File: config.mk
export PLATFORM = sky130hd
export DESIGN_NAME = hextile_rectangle_decoder_core
export DESIGN_NICKNAME = d
export VERILOG_FILES = /design/src/sv/hxrd_pkg.sv /design/src/sv/hextile_rectangle_decoder_core.sv /design/src/sv/hxrd_parse.sv /design/src/sv/hxrd_outq.sv
export VERILOG_INCLUDE_DIRS = /design/src /design/src/sv
export SDC_FILE = /design/constraint.sdc
export NUM_CORES = 2
export LEC_CHECK = 0
export BUFFER_PORTS_ARGS = -buffer_cell sky130_fd_sc_hd__buf_2
export CAP_MARGIN = 10
export CORE_UTILIZATION = 50
export DETAILED_ROUTE_END_ITERATION = 10
export PLACE_DENSITY_LB_ADDON = 0.05
export SLEW_MARGIN = 20
export SYNTH_ARGS = -nofsm -noshare
export SYNTH_HDL_FRONTEND = slang
export SYNTH_SLANG_ARGS = --single-unit
File: constraint.sdc
create_clock -name clk -period 14.6 [get_ports clk]
set_input_delay 0 -clock clk [delete_from_list [all_inputs] [get_ports clk]]
set_output_delay 0 -clock clk [all_outputs]
set_load 0.01 [all_outputs]
File: src/sv/hextile_rectangle_decoder_core_macros.svh
// Assertion macros for the hextile rectangle decoder.
// Expects clk and arst_n in the scope of each use.
`ifndef HEXTILE_RECTANGLE_DECODER_CORE_MACROS_SVH
`define HEXTILE_RECTANGLE_DECODER_CORE_MACROS_SVH

// Same-cycle implication, off while in reset.
`define HXRD_ASSERT_NOW(label, ante, cons, msg) \
	label: assert property (@(posedge clk) disable iff (!arst_n) (ante) |-> (cons)) \
		else $error(msg);

// Next-cycle implication, off while in reset.
`define HXRD_ASSERT_NEXT(label, ante, cons, msg) \
	label: assert property (@(posedge clk) disable iff (!arst_n) (ante) |=> (cons)) \
		else $error(msg);

`endif

File: src/sv/hxrd_pkg.sv
// Shared types and constants for the hextile rectangle decoder.
// No dependencies.
package hxrd_pkg;

	localparam int unsigned QDEPTH = 8;
	localparam int unsigned QAW    = $clog2(QDEPTH);
	localparam int unsigned QCW    = $clog2(QDEPTH + 1);

	// Register indexes on the configuration port
	localparam logic [2:0] REG_RECT_X   = 3'd0;
	localparam logic [2:0] REG_RECT_Y   = 3'd1;
	localparam logic [2:0] REG_RECT_W   = 3'd2;
	localparam logic [2:0] REG_RECT_H   = 3'd3;
	localparam logic [2:0] REG_FB_WIDTH = 3'd4;

	// Subencoding flag bits
	localparam int unsigned FL_RAW      = 0;
	localparam int unsigned FL_BG       = 1;
	localparam int unsigned FL_FG       = 2;
	localparam int unsigned FL_ANY      = 3;
	localparam int unsigned FL_COLOURED = 4;

	typedef struct packed {
		logic [15:0] x;
		logic [15:0] y;
		logic [15:0] w;
		logic [15:0] h;
		logic [15:0] pitch;
	} rect_cfg_t;

	// Results of one byte: an optional fill, then an optional done
	typedef struct packed {
		logic        fill;
		logic        done;
		logic [15:0] x;
		logic [15:0] y;
		logic [4:0]  w;
		logic [4:0]  h;
		logic [31:0] colour;
	} res_t;

	typedef struct packed {
		logic        fill;
		logic        done;
		logic [15:0] x;
		logic [15:0] y;
		logic [4:0]  w;
		logic [4:0]  h;
		logic [31:0] colour;
		logic [31:0] addr;
	} q_entry_t;

	typedef struct packed {
		logic [QCW-1:0] count;
		logic           part;
	} q_stat_t;

	function automatic logic [4:0] min16(input logic [15:0] v);
		min16 = (v < 16'd16) ? v[4:0] : 5'd16;
	endfunction

endpackage

File: src/sv/hextile_rectangle_decoder_core.sv
// Hextile rectangle decoder top level: APB registers, input stage, parser, result queue.
// Depends on hxrd_pkg, hxrd_parse, hxrd_outq and the assertion macro header.
//
//  channel  | handshake                      | payload
//  ---------+--------------------------------+-------------------------------------------
//  byte in  | byte_valid / byte_ready        | stream_byte
//  result   | result_valid / result_ready    | kind fill_x fill_y fill_w fill_h colour
//           |                                |   pixel_address last
//  config   | psel penable pwrite / pready   | paddr pwdata prdata
//
// One byte a cycle is accepted while byte_ready is high; a byte passes the input register
// and res_s2 before its result enters the queue. The byte that closes a rectangle may give
// a fill and a done, two results of one queue entry. byte_ready drops when the 8-entry
// result queue, counting requests in the two stages before it, has no room for one more.
// Reset is asynchronous and takes effect at once; there is no clearing pass.
`include "hextile_rectangle_decoder_core_macros.svh"
module hextile_rectangle_decoder_core import hxrd_pkg::*; (
	input  logic        clk,
	input  logic        arst_n,
	input  logic        psel,
	input  logic        penable,
	input  logic        pwrite,
	input  logic [4:0]  paddr,
	input  logic [31:0] pwdata,
	output logic [31:0] prdata,
	output logic        pready,
	input  logic        byte_valid,
	output logic        byte_ready,
	input  logic [7:0]  stream_byte,
	output logic        result_valid,
	input  logic        result_ready,
	output logic        kind,
	output logic [15:0] fill_x,
	output logic [15:0] fill_y,
	output logic [4:0]  fill_w,
	output logic [4:0]  fill_h,
	output logic [31:0] colour,
	output logic [31:0] pixel_address,
	output logic        last
);

	rect_cfg_t  cfg_q, cfg_d;
	logic       cfg_wr, restart;
	logic [2:0] reg_idx;
	logic       valid_s1;
	logic [7:0] byte_s1;
	res_t       res_s2;
	q_stat_t    q_stat;
	logic [QCW:0] load;

	assign pready  = 1'b1;
	assign reg_idx = paddr[4:2];
	assign cfg_wr  = psel && penable && pwrite;

	always_comb begin
		cfg_d   = cfg_q;
		restart = 1'b0;
		if (cfg_wr) begin
			case (reg_idx)
				REG_RECT_X:   cfg_d.x     = pwdata[15:0];
				REG_RECT_Y:   cfg_d.y     = pwdata[15:0];
				REG_RECT_W:   cfg_d.w     = pwdata[15:0];
				REG_RECT_H:   cfg_d.h     = pwdata[15:0];
				REG_FB_WIDTH: cfg_d.pitch = pwdata[15:0];
				default: begin
				end
			endcase
			restart = reg_idx inside {REG_RECT_X, REG_RECT_Y, REG_RECT_W, REG_RECT_H};
		end
	end

	always_comb begin
		case (reg_idx)
			REG_RECT_X:   prdata = {16'd0, cfg_q.x};
			REG_RECT_Y:   prdata = {16'd0, cfg_q.y};
			REG_RECT_W:   prdata = {16'd0, cfg_q.w};
			REG_RECT_H:   prdata = {16'd0, cfg_q.h};
			REG_FB_WIDTH: prdata = {16'd0, cfg_q.pitch};
			default:      prdata = 32'd0;
		endcase
	end

	always_ff @(posedge clk or negedge arst_n) begin
		if (!arst_n) begin
			cfg_q.x     <= 16'd0;
			cfg_q.y     <= 16'd0;
			cfg_q.w     <= 16'd0;
			cfg_q.h     <= 16'd0;
			cfg_q.pitch <= 16'd1;
		end else begin
			cfg_q <= cfg_d;
		end
	end

	// reserve a queue slot for every request still in flight
	assign load       = {1'b0, q_stat.count} + (QCW + 1)'(valid_s1)
		+ (QCW + 1)'(res_s2.fill | res_s2.done) + (QCW + 1)'(1);
	assign byte_ready = (load <= (QCW + 1)'(QDEPTH));

	always_ff @(posedge clk or negedge arst_n) begin
		if (!arst_n) begin
			valid_s1 <= 1'b0;
		end else begin
			valid_s1 <= byte_valid && byte_ready;
		end
	end

	always_ff @(posedge clk) begin
		if (byte_valid && byte_ready) begin
			byte_s1 <= stream_byte;
		end
	end

	hxrd_parse u_parse (
		.clk      (clk),
		.arst_n   (arst_n),
		.cfg      (cfg_q),
		.cfg_d    (cfg_d),
		.restart  (restart),
		.valid_s1 (valid_s1),
		.byte_s1  (byte_s1),
		.res_s2   (res_s2)
	);

	hxrd_outq u_outq (
		.clk           (clk),
		.arst_n        (arst_n),
		.res_s2        (res_s2),
		.pitch         (cfg_q.pitch),
		.stat          (q_stat),
		.result_valid  (result_valid),
		.result_ready  (result_ready),
		.kind          (kind),
		.fill_x        (fill_x),
		.fill_y        (fill_y),
		.fill_w        (fill_w),
		.fill_h        (fill_h),
		.colour        (colour),
		.pixel_address (pixel_address),
		.last          (last)
	);

	`HXRD_ASSERT_NOW(a_queue_bound, 1'b1, q_stat.count <= QCW'(QDEPTH), "result queue overrun")
	`HXRD_ASSERT_NOW(a_done_shape, result_valid && kind, last && fill_w == 5'd0 && fill_h == 5'd0 && pixel_address == 32'd0, "done result malformed")
	`HXRD_ASSERT_NOW(a_part_done, q_stat.part, result_valid && kind, "split entry lost its done result")
	`HXRD_ASSERT_NEXT(a_queue_step, 1'b1, (q_stat.count == $past(q_stat.count)) || (q_stat.count == $past(q_stat.count) + QCW'(1)) || (q_stat.count + QCW'(1) == $past(q_stat.count)), "result queue count jumped")

endmodule

File: src/sv/hxrd_parse.sv
// Hextile byte parser: tile walk, colour assembly and fill generation.
// Depends on hxrd_pkg.
module hxrd_parse import hxrd_pkg::*; (
	input  logic       clk,
	input  logic       arst_n,
	input  rect_cfg_t  cfg,
	input  rect_cfg_t  cfg_d,
	input  logic       restart,
	input  logic       valid_s1,
	input  logic [7:0] byte_s1,
	output res_t       res_s2
);

	typedef enum logic [7:0] {
		PH_SUBENC    = 8'b0000_0001,
		PH_RAW       = 8'b0000_0010,
		PH_BG        = 8'b0000_0100,
		PH_FG        = 8'b0000_1000,
		PH_COUNT     = 8'b0001_0000,
		PH_SUBCOLOUR = 8'b0010_0000,
		PH_SUBGEOM   = 8'b0100_0000,
		PH_IDLE      = 8'b1000_0000
	} phase_t;

	phase_t      phase_q, phase_n;
	logic [4:0]  flags_q, flags_n;
	logic [1:0]  idx_q, idx_n;
	logic [23:0] asm_q, asm_n;
	logic [8:0]  raw_left_q, raw_left_n;
	logic [7:0]  sub_left_q, sub_left_n;
	logic [7:0]  pos_q, pos_n;
	logic [31:0] bg_q, bg_n, fg_q, fg_n;
	logic [15:0] tile_x_q, tile_x_n, tile_y_q, tile_y_n;
	logic [4:0]  tile_w_q, tile_w_n, tile_h_q, tile_h_n;
	logic [15:0] off_x_q, off_x_n, off_y_q, off_y_n;
	logic [4:0]  raw_col_q, raw_col_n, raw_row_q, raw_row_n;

	logic [31:0] word;
	logic        word_full;
	logic [23:0] asm_add;
	logic [8:0]  tile_area;
	logic [4:0]  col_inc;
	logic        go_next;
	res_t        res;

	assign word      = {byte_s1, asm_q};
	assign word_full = (idx_q == 2'd3);
	assign asm_add   = {16'd0, byte_s1} << {idx_q, 3'b000};
	assign tile_area = {4'd0, tile_w_q} * {4'd0, tile_h_q};
	assign col_inc   = raw_col_q + 5'd1;

	always_comb begin
		phase_n    = phase_q;
		flags_n    = flags_q;
		idx_n      = idx_q;
		asm_n      = asm_q;
		raw_left_n = raw_left_q;
		sub_left_n = sub_left_q;
		pos_n      = pos_q;
		bg_n       = bg_q;
		fg_n       = fg_q;
		tile_x_n   = tile_x_q;
		tile_y_n   = tile_y_q;
		tile_w_n   = tile_w_q;
		tile_h_n   = tile_h_q;
		off_x_n    = off_x_q;
		off_y_n    = off_y_q;
		raw_col_n  = raw_col_q;
		raw_row_n  = raw_row_q;
		go_next    = 1'b0;
		res.fill   = 1'b0;
		res.done   = 1'b0;
		res.x      = tile_x_q;
		res.y      = tile_y_q;
		res.w      = tile_w_q;
		res.h      = tile_h_q;
		res.colour = bg_q;

		if (restart) begin
			off_x_n  = 16'd0;
			off_y_n  = 16'd0;
			tile_x_n = cfg_d.x;
			tile_y_n = cfg_d.y;
			tile_w_n = min16(cfg_d.w);
			tile_h_n = min16(cfg_d.h);
			phase_n  = PH_SUBENC;
			idx_n    = 2'd0;
			asm_n    = 24'd0;
		end else if (valid_s1) begin
			case (phase_q)
				PH_SUBENC: begin
					flags_n = byte_s1[4:0];
					idx_n   = 2'd0;
					asm_n   = 24'd0;
					if (byte_s1[FL_RAW]) begin
						raw_left_n = tile_area;
						raw_col_n  = 5'd0;
						raw_row_n  = 5'd0;
						if (tile_area == 9'd0) begin
							go_next = 1'b1;
						end else begin
							phase_n = PH_RAW;
						end
					end else begin
						// no background given: fill with the stored one
						res.fill = !byte_s1[FL_BG];
						if (byte_s1[FL_BG]) begin
							phase_n = PH_BG;
						end else if (byte_s1[FL_FG]) begin
							phase_n = PH_FG;
						end else if (byte_s1[FL_ANY]) begin
							phase_n = PH_COUNT;
						end else begin
							go_next = 1'b1;
						end
					end
				end
				PH_RAW: begin
					if (word_full) begin
						res.fill   = 1'b1;
						res.x      = tile_x_q + {11'd0, raw_col_q};
						res.y      = tile_y_q + {11'd0, raw_row_q};
						res.w      = 5'd1;
						res.h      = 5'd1;
						res.colour = word;
						idx_n      = 2'd0;
						asm_n      = 24'd0;
						if (col_inc >= tile_w_q) begin
							raw_col_n = 5'd0;
							raw_row_n = raw_row_q + 5'd1;
						end else begin
							raw_col_n = col_inc;
						end
						raw_left_n = raw_left_q - 9'd1;
						go_next    = (raw_left_q == 9'd1);
					end else begin
						asm_n = asm_q | asm_add;
						idx_n = idx_q + 2'd1;
					end
				end
				PH_BG: begin
					if (word_full) begin
						bg_n       = word;
						res.fill   = 1'b1;
						res.colour = word;
						idx_n      = 2'd0;
						asm_n      = 24'd0;
						if (flags_q[FL_FG]) begin
							phase_n = PH_FG;
						end else if (flags_q[FL_ANY]) begin
							phase_n = PH_COUNT;
						end else begin
							go_next = 1'b1;
						end
					end else begin
						asm_n = asm_q | asm_add;
						idx_n = idx_q + 2'd1;
					end
				end
				PH_FG: begin
					if (word_full) begin
						fg_n  = word;
						idx_n = 2'd0;
						asm_n = 24'd0;
						if (flags_q[FL_ANY]) begin
							phase_n = PH_COUNT;
						end else begin
							go_next = 1'b1;
						end
					end else begin
						asm_n = asm_q | asm_add;
						idx_n = idx_q + 2'd1;
					end
				end
				PH_COUNT: begin
					sub_left_n = byte_s1;
					if (byte_s1 == 8'd0) begin
						go_next = 1'b1;
					end else begin
						phase_n = flags_q[FL_COLOURED] ? PH_SUBCOLOUR : PH_SUBGEOM;
						idx_n   = 2'd0;
						asm_n   = 24'd0;
					end
				end
				PH_SUBCOLOUR: begin
					if (word_full) begin
						fg_n    = word;
						idx_n   = 2'd0;
						asm_n   = 24'd0;
						phase_n = PH_SUBGEOM;
					end else begin
						asm_n = asm_q | asm_add;
						idx_n = idx_q + 2'd1;
					end
				end
				PH_SUBGEOM: begin
					if (idx_q == 2'd0) begin
						pos_n = byte_s1;
						idx_n = 2'd1;
					end else begin
						res.fill   = 1'b1;
						res.x      = tile_x_q + {12'd0, pos_q[7:4]};
						res.y      = tile_y_q + {12'd0, pos_q[3:0]};
						res.w      = {1'b0, byte_s1[7:4]} + 5'd1;
						res.h      = {1'b0, byte_s1[3:0]} + 5'd1;
						res.colour = fg_q;
						sub_left_n = sub_left_q - 8'd1;
						if (sub_left_q == 8'd1) begin
							go_next = 1'b1;
						end else begin
							phase_n = flags_q[FL_COLOURED] ? PH_SUBCOLOUR : PH_SUBGEOM;
							idx_n   = 2'd0;
							asm_n   = 24'd0;
						end
					end
				end
				PH_IDLE: begin
					// drop bytes until the rectangle is restarted
				end
				default: begin
				end
			endcase

			// advance to the next tile, or finish the rectangle
			if (go_next) begin
				if ({1'b0, off_x_q} + 17'd16 < {1'b0, cfg.w}) begin
					off_x_n  = off_x_q + 16'd16;
					tile_w_n = min16(cfg.w - off_x_n);
				end else if ({1'b0, off_y_q} + 17'd16 < {1'b0, cfg.h}) begin
					off_x_n  = 16'd0;
					tile_w_n = min16(cfg.w);
					off_y_n  = off_y_q + 16'd16;
					tile_h_n = min16(cfg.h - off_y_n);
				end else begin
					res.done = 1'b1;
				end
				if (res.done) begin
					phase_n = PH_IDLE;
				end else begin
					tile_x_n = cfg.x + off_x_n;
					tile_y_n = cfg.y + off_y_n;
					phase_n  = PH_SUBENC;
					idx_n    = 2'd0;
				end
			end
		end
	end

	always_ff @(posedge clk or negedge arst_n) begin
		if (!arst_n) begin
			phase_q    <= PH_SUBENC;
			flags_q    <= 5'd0;
			idx_q      <= 2'd0;
			asm_q      <= 24'd0;
			raw_left_q <= 9'd0;
			sub_left_q <= 8'd0;
			pos_q      <= 8'd0;
			bg_q       <= 32'd0;
			fg_q       <= 32'd0;
			tile_x_q   <= 16'd0;
			tile_y_q   <= 16'd0;
			tile_w_q   <= 5'd0;
			tile_h_q   <= 5'd0;
			off_x_q    <= 16'd0;
			off_y_q    <= 16'd0;
			raw_col_q  <= 5'd0;
			raw_row_q  <= 5'd0;
			res_s2     <= '0;
		end else begin
			phase_q    <= phase_n;
			flags_q    <= flags_n;
			idx_q      <= idx_n;
			asm_q      <= asm_n;
			raw_left_q <= raw_left_n;
			sub_left_q <= sub_left_n;
			pos_q      <= pos_n;
			bg_q       <= bg_n;
			fg_q       <= fg_n;
			tile_x_q   <= tile_x_n;
			tile_y_q   <= tile_y_n;
			tile_w_q   <= tile_w_n;
			tile_h_q   <= tile_h_n;
			off_x_q    <= off_x_n;
			off_y_q    <= off_y_n;
			raw_col_q  <= raw_col_n;
			raw_row_q  <= raw_row_n;
			res_s2     <= res;
		end
	end

endmodule

File: src/sv/hxrd_outq.sv
// Address computation and result queue; splits an entry into fill and done results.
// Depends on hxrd_pkg.
module hxrd_outq import hxrd_pkg::*; (
	input  logic        clk,
	input  logic        arst_n,
	input  res_t        res_s2,
	input  logic [15:0] pitch,
	output q_stat_t     stat,
	output logic        result_valid,
	input  logic        result_ready,
	output logic        kind,
	output logic [15:0] fill_x,
	output logic [15:0] fill_y,
	output logic [4:0]  fill_w,
	output logic [4:0]  fill_h,
	output logic [31:0] colour,
	output logic [31:0] pixel_address,
	output logic        last
);

	q_entry_t       mem_q [QDEPTH];
	logic [QAW-1:0] wptr_q, rptr_q;
	logic [QCW-1:0] count_q;
	logic           part_q;

	q_entry_t wr_entry;
	q_entry_t head;
	logic     push, pop, show_done, take;

	always_comb begin
		wr_entry.fill   = res_s2.fill;
		wr_entry.done   = res_s2.done;
		wr_entry.x      = res_s2.x;
		wr_entry.y      = res_s2.y;
		wr_entry.w      = res_s2.w;
		wr_entry.h      = res_s2.h;
		wr_entry.colour = res_s2.colour;
		wr_entry.addr   = {16'd0, res_s2.y} * {16'd0, pitch} + {16'd0, res_s2.x};
	end

	assign push = res_s2.fill | res_s2.done;
	assign head = mem_q[rptr_q];

	// show the done result once the fill of the same entry is gone
	assign show_done     = !head.fill || part_q;
	assign result_valid  = (count_q != '0);
	assign kind          = show_done;
	assign fill_x        = show_done ? 16'd0 : head.x;
	assign fill_y        = show_done ? 16'd0 : head.y;
	assign fill_w        = show_done ? 5'd0 : head.w;
	assign fill_h        = show_done ? 5'd0 : head.h;
	assign colour        = show_done ? 32'd0 : head.colour;
	assign pixel_address = show_done ? 32'd0 : head.addr;
	assign last          = show_done || !head.done;

	assign take = result_valid && result_ready;
	assign pop  = take && last;

	assign stat.count = count_q;
	assign stat.part  = part_q;

	always_ff @(posedge clk) begin
		if (push) begin
			mem_q[wptr_q] <= wr_entry;
		end
	end

	always_ff @(posedge clk or negedge arst_n) begin
		if (!arst_n) begin
			wptr_q  <= '0;
			rptr_q  <= '0;
			count_q <= '0;
			part_q  <= 1'b0;
		end else begin
			if (push) begin
				wptr_q <= wptr_q + 1'b1;
			end
			if (pop) begin
				rptr_q <= rptr_q + 1'b1;
			end
			count_q <= count_q + QCW'(push) - QCW'(pop);
			if (take) begin
				part_q <= !last;
			end
		end
	end

endmodule
After elaboration in Yosys (flattened, before gate mapping) --
Memories as Yosys holds them, arrays and structs flattened. Cells that the tools add are included.
Storage, ports and cells: register bits after elaboration 388, RAM bits 864, output and inout port bits 143, memories kept 1
Operators by class: add/sub/neg operators 27, multiply operators 2, order comparisons 9, equality and inequality tests 31, shift operators 1, muxes and demuxes 135, bitwise logic cells 4, reduce and logical (&&, ||, !) cells 42
Memories:
- u_outq.mem_q | words 8, width 108, read ports 1, clocked after memory_dff 0, write ports 1, RTL line hxrd_outq.sv:21 | q_entry_t mem_q [QDEPTH];
Operator list (number):
- two-way mux 16 bit | 31
- two-way mux 76 bit | 2
- two-way mux 74 bit | 2
- two-way mux 24 bit | 6
- two-way mux 8 bit | 18
- two-way mux 5 bit | 22
- two-way mux 32 bit | 3
- one-hot mux 24 bit (4 select lines) | 1
- one-hot mux 32 bit (3 select lines) | 1
- one-hot mux 42 bit (2 select lines) | 1
- less-than comparator 16 x 5 -> 1 bit, second input constant | 5
- two-way mux 80 bit | 1
- one-hot mux 16 bit (5 select lines) | 1
- one-hot mux 8 bit (6 select lines) | 1
- adder 16 x 5 -> 17 bit, second input constant | 2
- less-than comparator 17 x 16 -> 1 bit | 2
- adder 16 bit | 2
- adder 16 x 4 -> 16 bit | 2
- adder 16 x 5 -> 16 bit | 2
- adder 16 x 5 -> 16 bit, second input constant | 2
- adder 32 x 16 -> 32 bit | 1
- multiplier 16 x 16 -> 32 bit | 1
- subtractor 16 bit | 2
- two-way mux 1 bit | 27
- other kinds (65) | 113

Depth between registers and ports, before layout --
word-level depth 15, mapped depth 27, gate-level depth less buffers 25

Modules after synthesis --
Synthesis repeated with hierarchy kept, for this count alone.
Second synthesis, totals: cell total of the unflattened synthesis 4870, area total of the unflattened synthesis 65564.1 um^2
Modules (own cells, without submodules):
- hxrd_outq | instances 1, cells an instance 2498, area each 42389.4 um^2
- hxrd_parse | instances 1, cells an instance 2069, area each 18946.9 um^2
- hextile_rectangle_decoder_core | instances 1, cells an instance 303, area each 4227.8 um^2

Worst setup path after synthesis --
No wires, ideal clock.
path type register to register, start point register u_outq.wptr_q[2], end point memory u_outq.mem_q[4][0] (netlist name), enable pin, arrival 11.679 ns, data required time 13.722 ns, path slack 2.043 ns, cell stages (with the launch flop) 3, path buffers 1, cell sequence dfrtp_1 > clkbuf_1 > nor4b_1
RTL lines:
- start: declaration | RTL line hxrd_outq.sv:22 | logic [QAW-1:0] wptr_q, rptr_q;
- start signal: assignment | RTL line hxrd_outq.sv:76 | wptr_q <= wptr_q + 1'b1;
- end: declaration | RTL line hxrd_outq.sv:21
No word-level cell before the write port.

==> results.ini <==
[routing]
vias=39438
route.detailed.drc=0
routed.top_layer=met5
routedWlPerCell_um=24.05
routed_wl_mm=165.2
wl_met1_mm=77.93
first_pass_iters=5
vias_per_cell=5.742
met3_length_mm=7.521
first_iter_violations=2910
ant_nets=0
wl_met2_mm=75.68

[setup_path]
rr_startpoint=u_parse.res_s2[51]$_DFF_PN0_
r2r_slack_ns=7.16
path_cells=nand2_1 -> fa_1 -> fa_1 -> fa_1 -> fa_1 -> inv_1 -> fa_1 -> inv_1 -> fa_1 -> inv_1 -> ha_1 -> a21o_1 -> a21o_1 -> a22o_1 -> a211oi_1 -> o21a_1 -> o41a_1 -> o31ai_1 -> a21oi_1 -> xnor2_1
worstPathRequired_ns=15.05
crit_path_max_fanout=24
worst-path-buf-inv=3
cp_top_family=adder cells
reg2regPathDepth=20
arrival_ns=7.89
slowest_stage=dfrtp_1
critPathMaxStageDelay_ns=1.09
r2r_end=u_outq.mem_q[0][30]$_DFFE_PP_
cp-start-kind=flip-flop
endpoint_kind=flip-flop
crit_top_cell=fa_1
critical_path_class=flip-flop to flip-flop

[hold_path]
worstHoldStart=pwdata[0]
min_to=cfg_q[0]$_DFFE_PN1P_
holdPathStages=3
worstHoldPathType=input pin to flip-flop

[yosys]
synth_top_area_share=0.4035
ys.flop_type=edfxtp_1
seq_area_frac_synth=0.5477
synth_edf_count=872
ys_async_sr_fraction=0.3002
avgSynthCellArea_sq_um=13.39
ys_ff_latch=1246
yosysTopAreaCell=edfxtp_1
synth_cell_type_count=94
synth_area_leaders=edfxtp_1, dfrtp_1, mux4_2
synth_area_sq_um=64900
postSynthCellCount=4848
ys.warnings.count=0

[sta]
fmax_mhz=134.3
tns_ns=0
hold_viol=0
slew_viol_final=0
setup_viol=0
min_period_ns=7.445
finalCritPeriodShare=0.5099
clock-skew-final_ns=0.03950
max_slew_margin=0.2194
tightest_slew_ns=1.171
rsz0062_at_grt=false

[global_routing]
grt_max_degree=163
overflow=0
antenna_found_initial=9
grt_pass1_wl_mm=251.6
gr-usage-all-layers=0.2562
first_global_vias=40035

[placement]
dpl.hpwl_mm=105.5
place_congestion=0.8602
portBuffers=159

[cts]
cts_buffer_depth=3
htree_num_levels=4
cts_buffers=134
worst_skew_pair.late_latency_ns=0.77
cts_setup_buffers=0
cts_hold_buf=43
cts_tree=yes
cts_sinks=1246
cts_resized=0
clockRootBuffer=clkbuf_16
path_clk_slew_ns=0.06

[floorplanning]
coreArea_sq_um=128200
die_h_um=362.3
initial_core_util=0.5063
die_w_um=362.3
ios=195
die-area_sq_um=131200
rows=131

[finish]
fin_nets=5562
fillers=10680
drive_above_1_share=0.1618
area_growth_pct=11.47

[status]
status=complete, no violations

[run]
max_cap_viol_count=0

[state kept, by name (all words and copies together), names as in the netlist, 3 cells and up]
name and flops:
u_parse.bg_q 32, u_parse.raw_left_q 9, u_outq.count_q 4, u_parse.phase_q 8
u_parse.off_x_q 16, u_outq.wptr_q 3, u_parse.res_s2 76, u_parse.tile_x_q 16
u_parse.tile_h_q 5, u_parse.fg_q 32, byte_s1 8, u_parse.asm_q 24
u_outq.rptr_q 3, u_parse.raw_row_q 5, u_outq.mem_q 864, cfg_q 80
u_parse.off_y_q 12, u_parse.pos_q 8, u_parse.tile_y_q 16, u_parse.sub_left_q 8
u_parse.flags_q 3, u_parse.tile_w_q 5, u_parse.raw_col_q 5
[worst max-delay path by stage]
stage | from | to | slack, ns | cells after the start
after global routing | u_parse.res_s2[52]$_DFF_PN0_ | u_outq.mem_q[0][30]$_DFFE_PP_ | 6.92 | 20
after detailed placement | u_parse.res_s2[52]$_DFF_PN0_ | u_outq.mem_q[4][30]$_DFFE_PP_ | 7.16 | 20
after CTS | u_parse.res_s2[52]$_DFF_PN0_ | u_outq.mem_q[1][30]$_DFFE_PP_ | 7.15 | 20
after floorplan | u_outq.wptr_q[2]$_DFFE_PN0P_ | u_outq.mem_q[4][0]$_DFFE_PP_ | 2.04 | 2
final | u_parse.res_s2[51]$_DFF_PN0_ | u_outq.mem_q[0][30]$_DFFE_PP_ | 7.16 | 20
after global placement | u_parse.res_s2[52]$_DFF_PN0_ | u_outq.mem_q[4][30]$_DFFE_PP_ | 7.19 | 20
[synth_stat cells, types with 169 or more instances]
library cell  number
ha_1             254
mux2i_1          179
mux4_2           218
o21ai_0          183
edfxtp_1         872
clkbuf_1         169
dfrtp_1          372
nor2_1           337
inv_1            423
nand2_1          347
fa_1             226
a21oi_1          177
[worst reg2reg max path, stage by stage (launching register included)]
cell and delay, ns:
dfrtp_1 1.09, nand2_1 0.19, fa_1 0.53, fa_1 0.58, fa_1 0.45, fa_1 0.54
inv_1 0.05, fa_1 0.47, inv_1 0.05, fa_1 0.49, inv_1 0.05, ha_1 0.36
a21o_1 0.13, a21o_1 0.19, a22o_1 0.18, a211oi_1 0.08, o21a_1 0.21, o41a_1 0.49
o31ai_1 0.25, a21oi_1 0.12, xnor2_1 0.65
[final cells by class]
cell class                 instances  area (sq um)  share of cell area
antenna                            3         7.507           0.0001038
clock buffer                     190          3719             0.05140
clock inverter                    52         571.8            0.007904
inverter                         423          1588             0.02195
multi-input combinational       2960         26930              0.3723
sequential                      1246         35560              0.4915
tap                             1729          2163             0.02990
timing repair buffer             265          1802             0.02491
[layer usage]
| layer | up-vias | track usage |
|---|---|---|
| li1 | 17774 | - |
| met1 | 20449 | 0.3822 |
| met2 | 984 | 0.3980 |
| met3 | 229 | 0.03017 |
| met4 | 2 | 0.07281 |
| met5 | - | 0 |
[cell usage in the layout, fill, tap and decap left out, types with 42 or more instances in the layout]
master and n:
edfxtp_1 872, inv_1 423, dfrtp_1 368, nand2_1 347, nor2_1 330, ha_1 253
fa_1 226, mux4_2 218, o21ai_0 183, mux2i_1 179, a21oi_1 175, and2_1 158
buf_2 158, mux2_2 149, clkbuf_16 138, xnor2_1 92, nand3_1 74, buf_4 57
xor2_1 54, a21o_1 49, clkbuf_1 45, dlygate4sd3_1 42
[through the flow]
| stage | instances | util | setup slack (ns) | hold WS (ns) | cell area, sq um |
|---|---|---|---|---|---|
| CTS | 6865 | 0.5643 | 7.148 | 0.07485 | 72330 |
| global route | 6865 | 0.5643 | 6.917 | 0.1215 | 72340 |
| floorplan | 4865 | - | 2.043 | -0.2956 | 64960 |
| global placement | 6580 | 0.5274 | 7.188 | 0.07474 | 67590 |
| finish | 6868 | 0.5644 | 7.155 | 0.1192 | 72340 |
| detailed placement | 6580 | 0.5274 | 7.159 | 0.07043 | 67590 |
[logic make-up after synthesis]
group	synth area share
fa+ha+maj	0.1187
compound gates	0.06185
other cells	0.0001157
mux	0.1291
buf+inv	0.03991
simple gates	0.08259
xor+xnor	0.02005
flops	0.5477
Power is not shown: default switching activity piles up to over one toggle a cycle in this logic, so the estimate is an artifact.
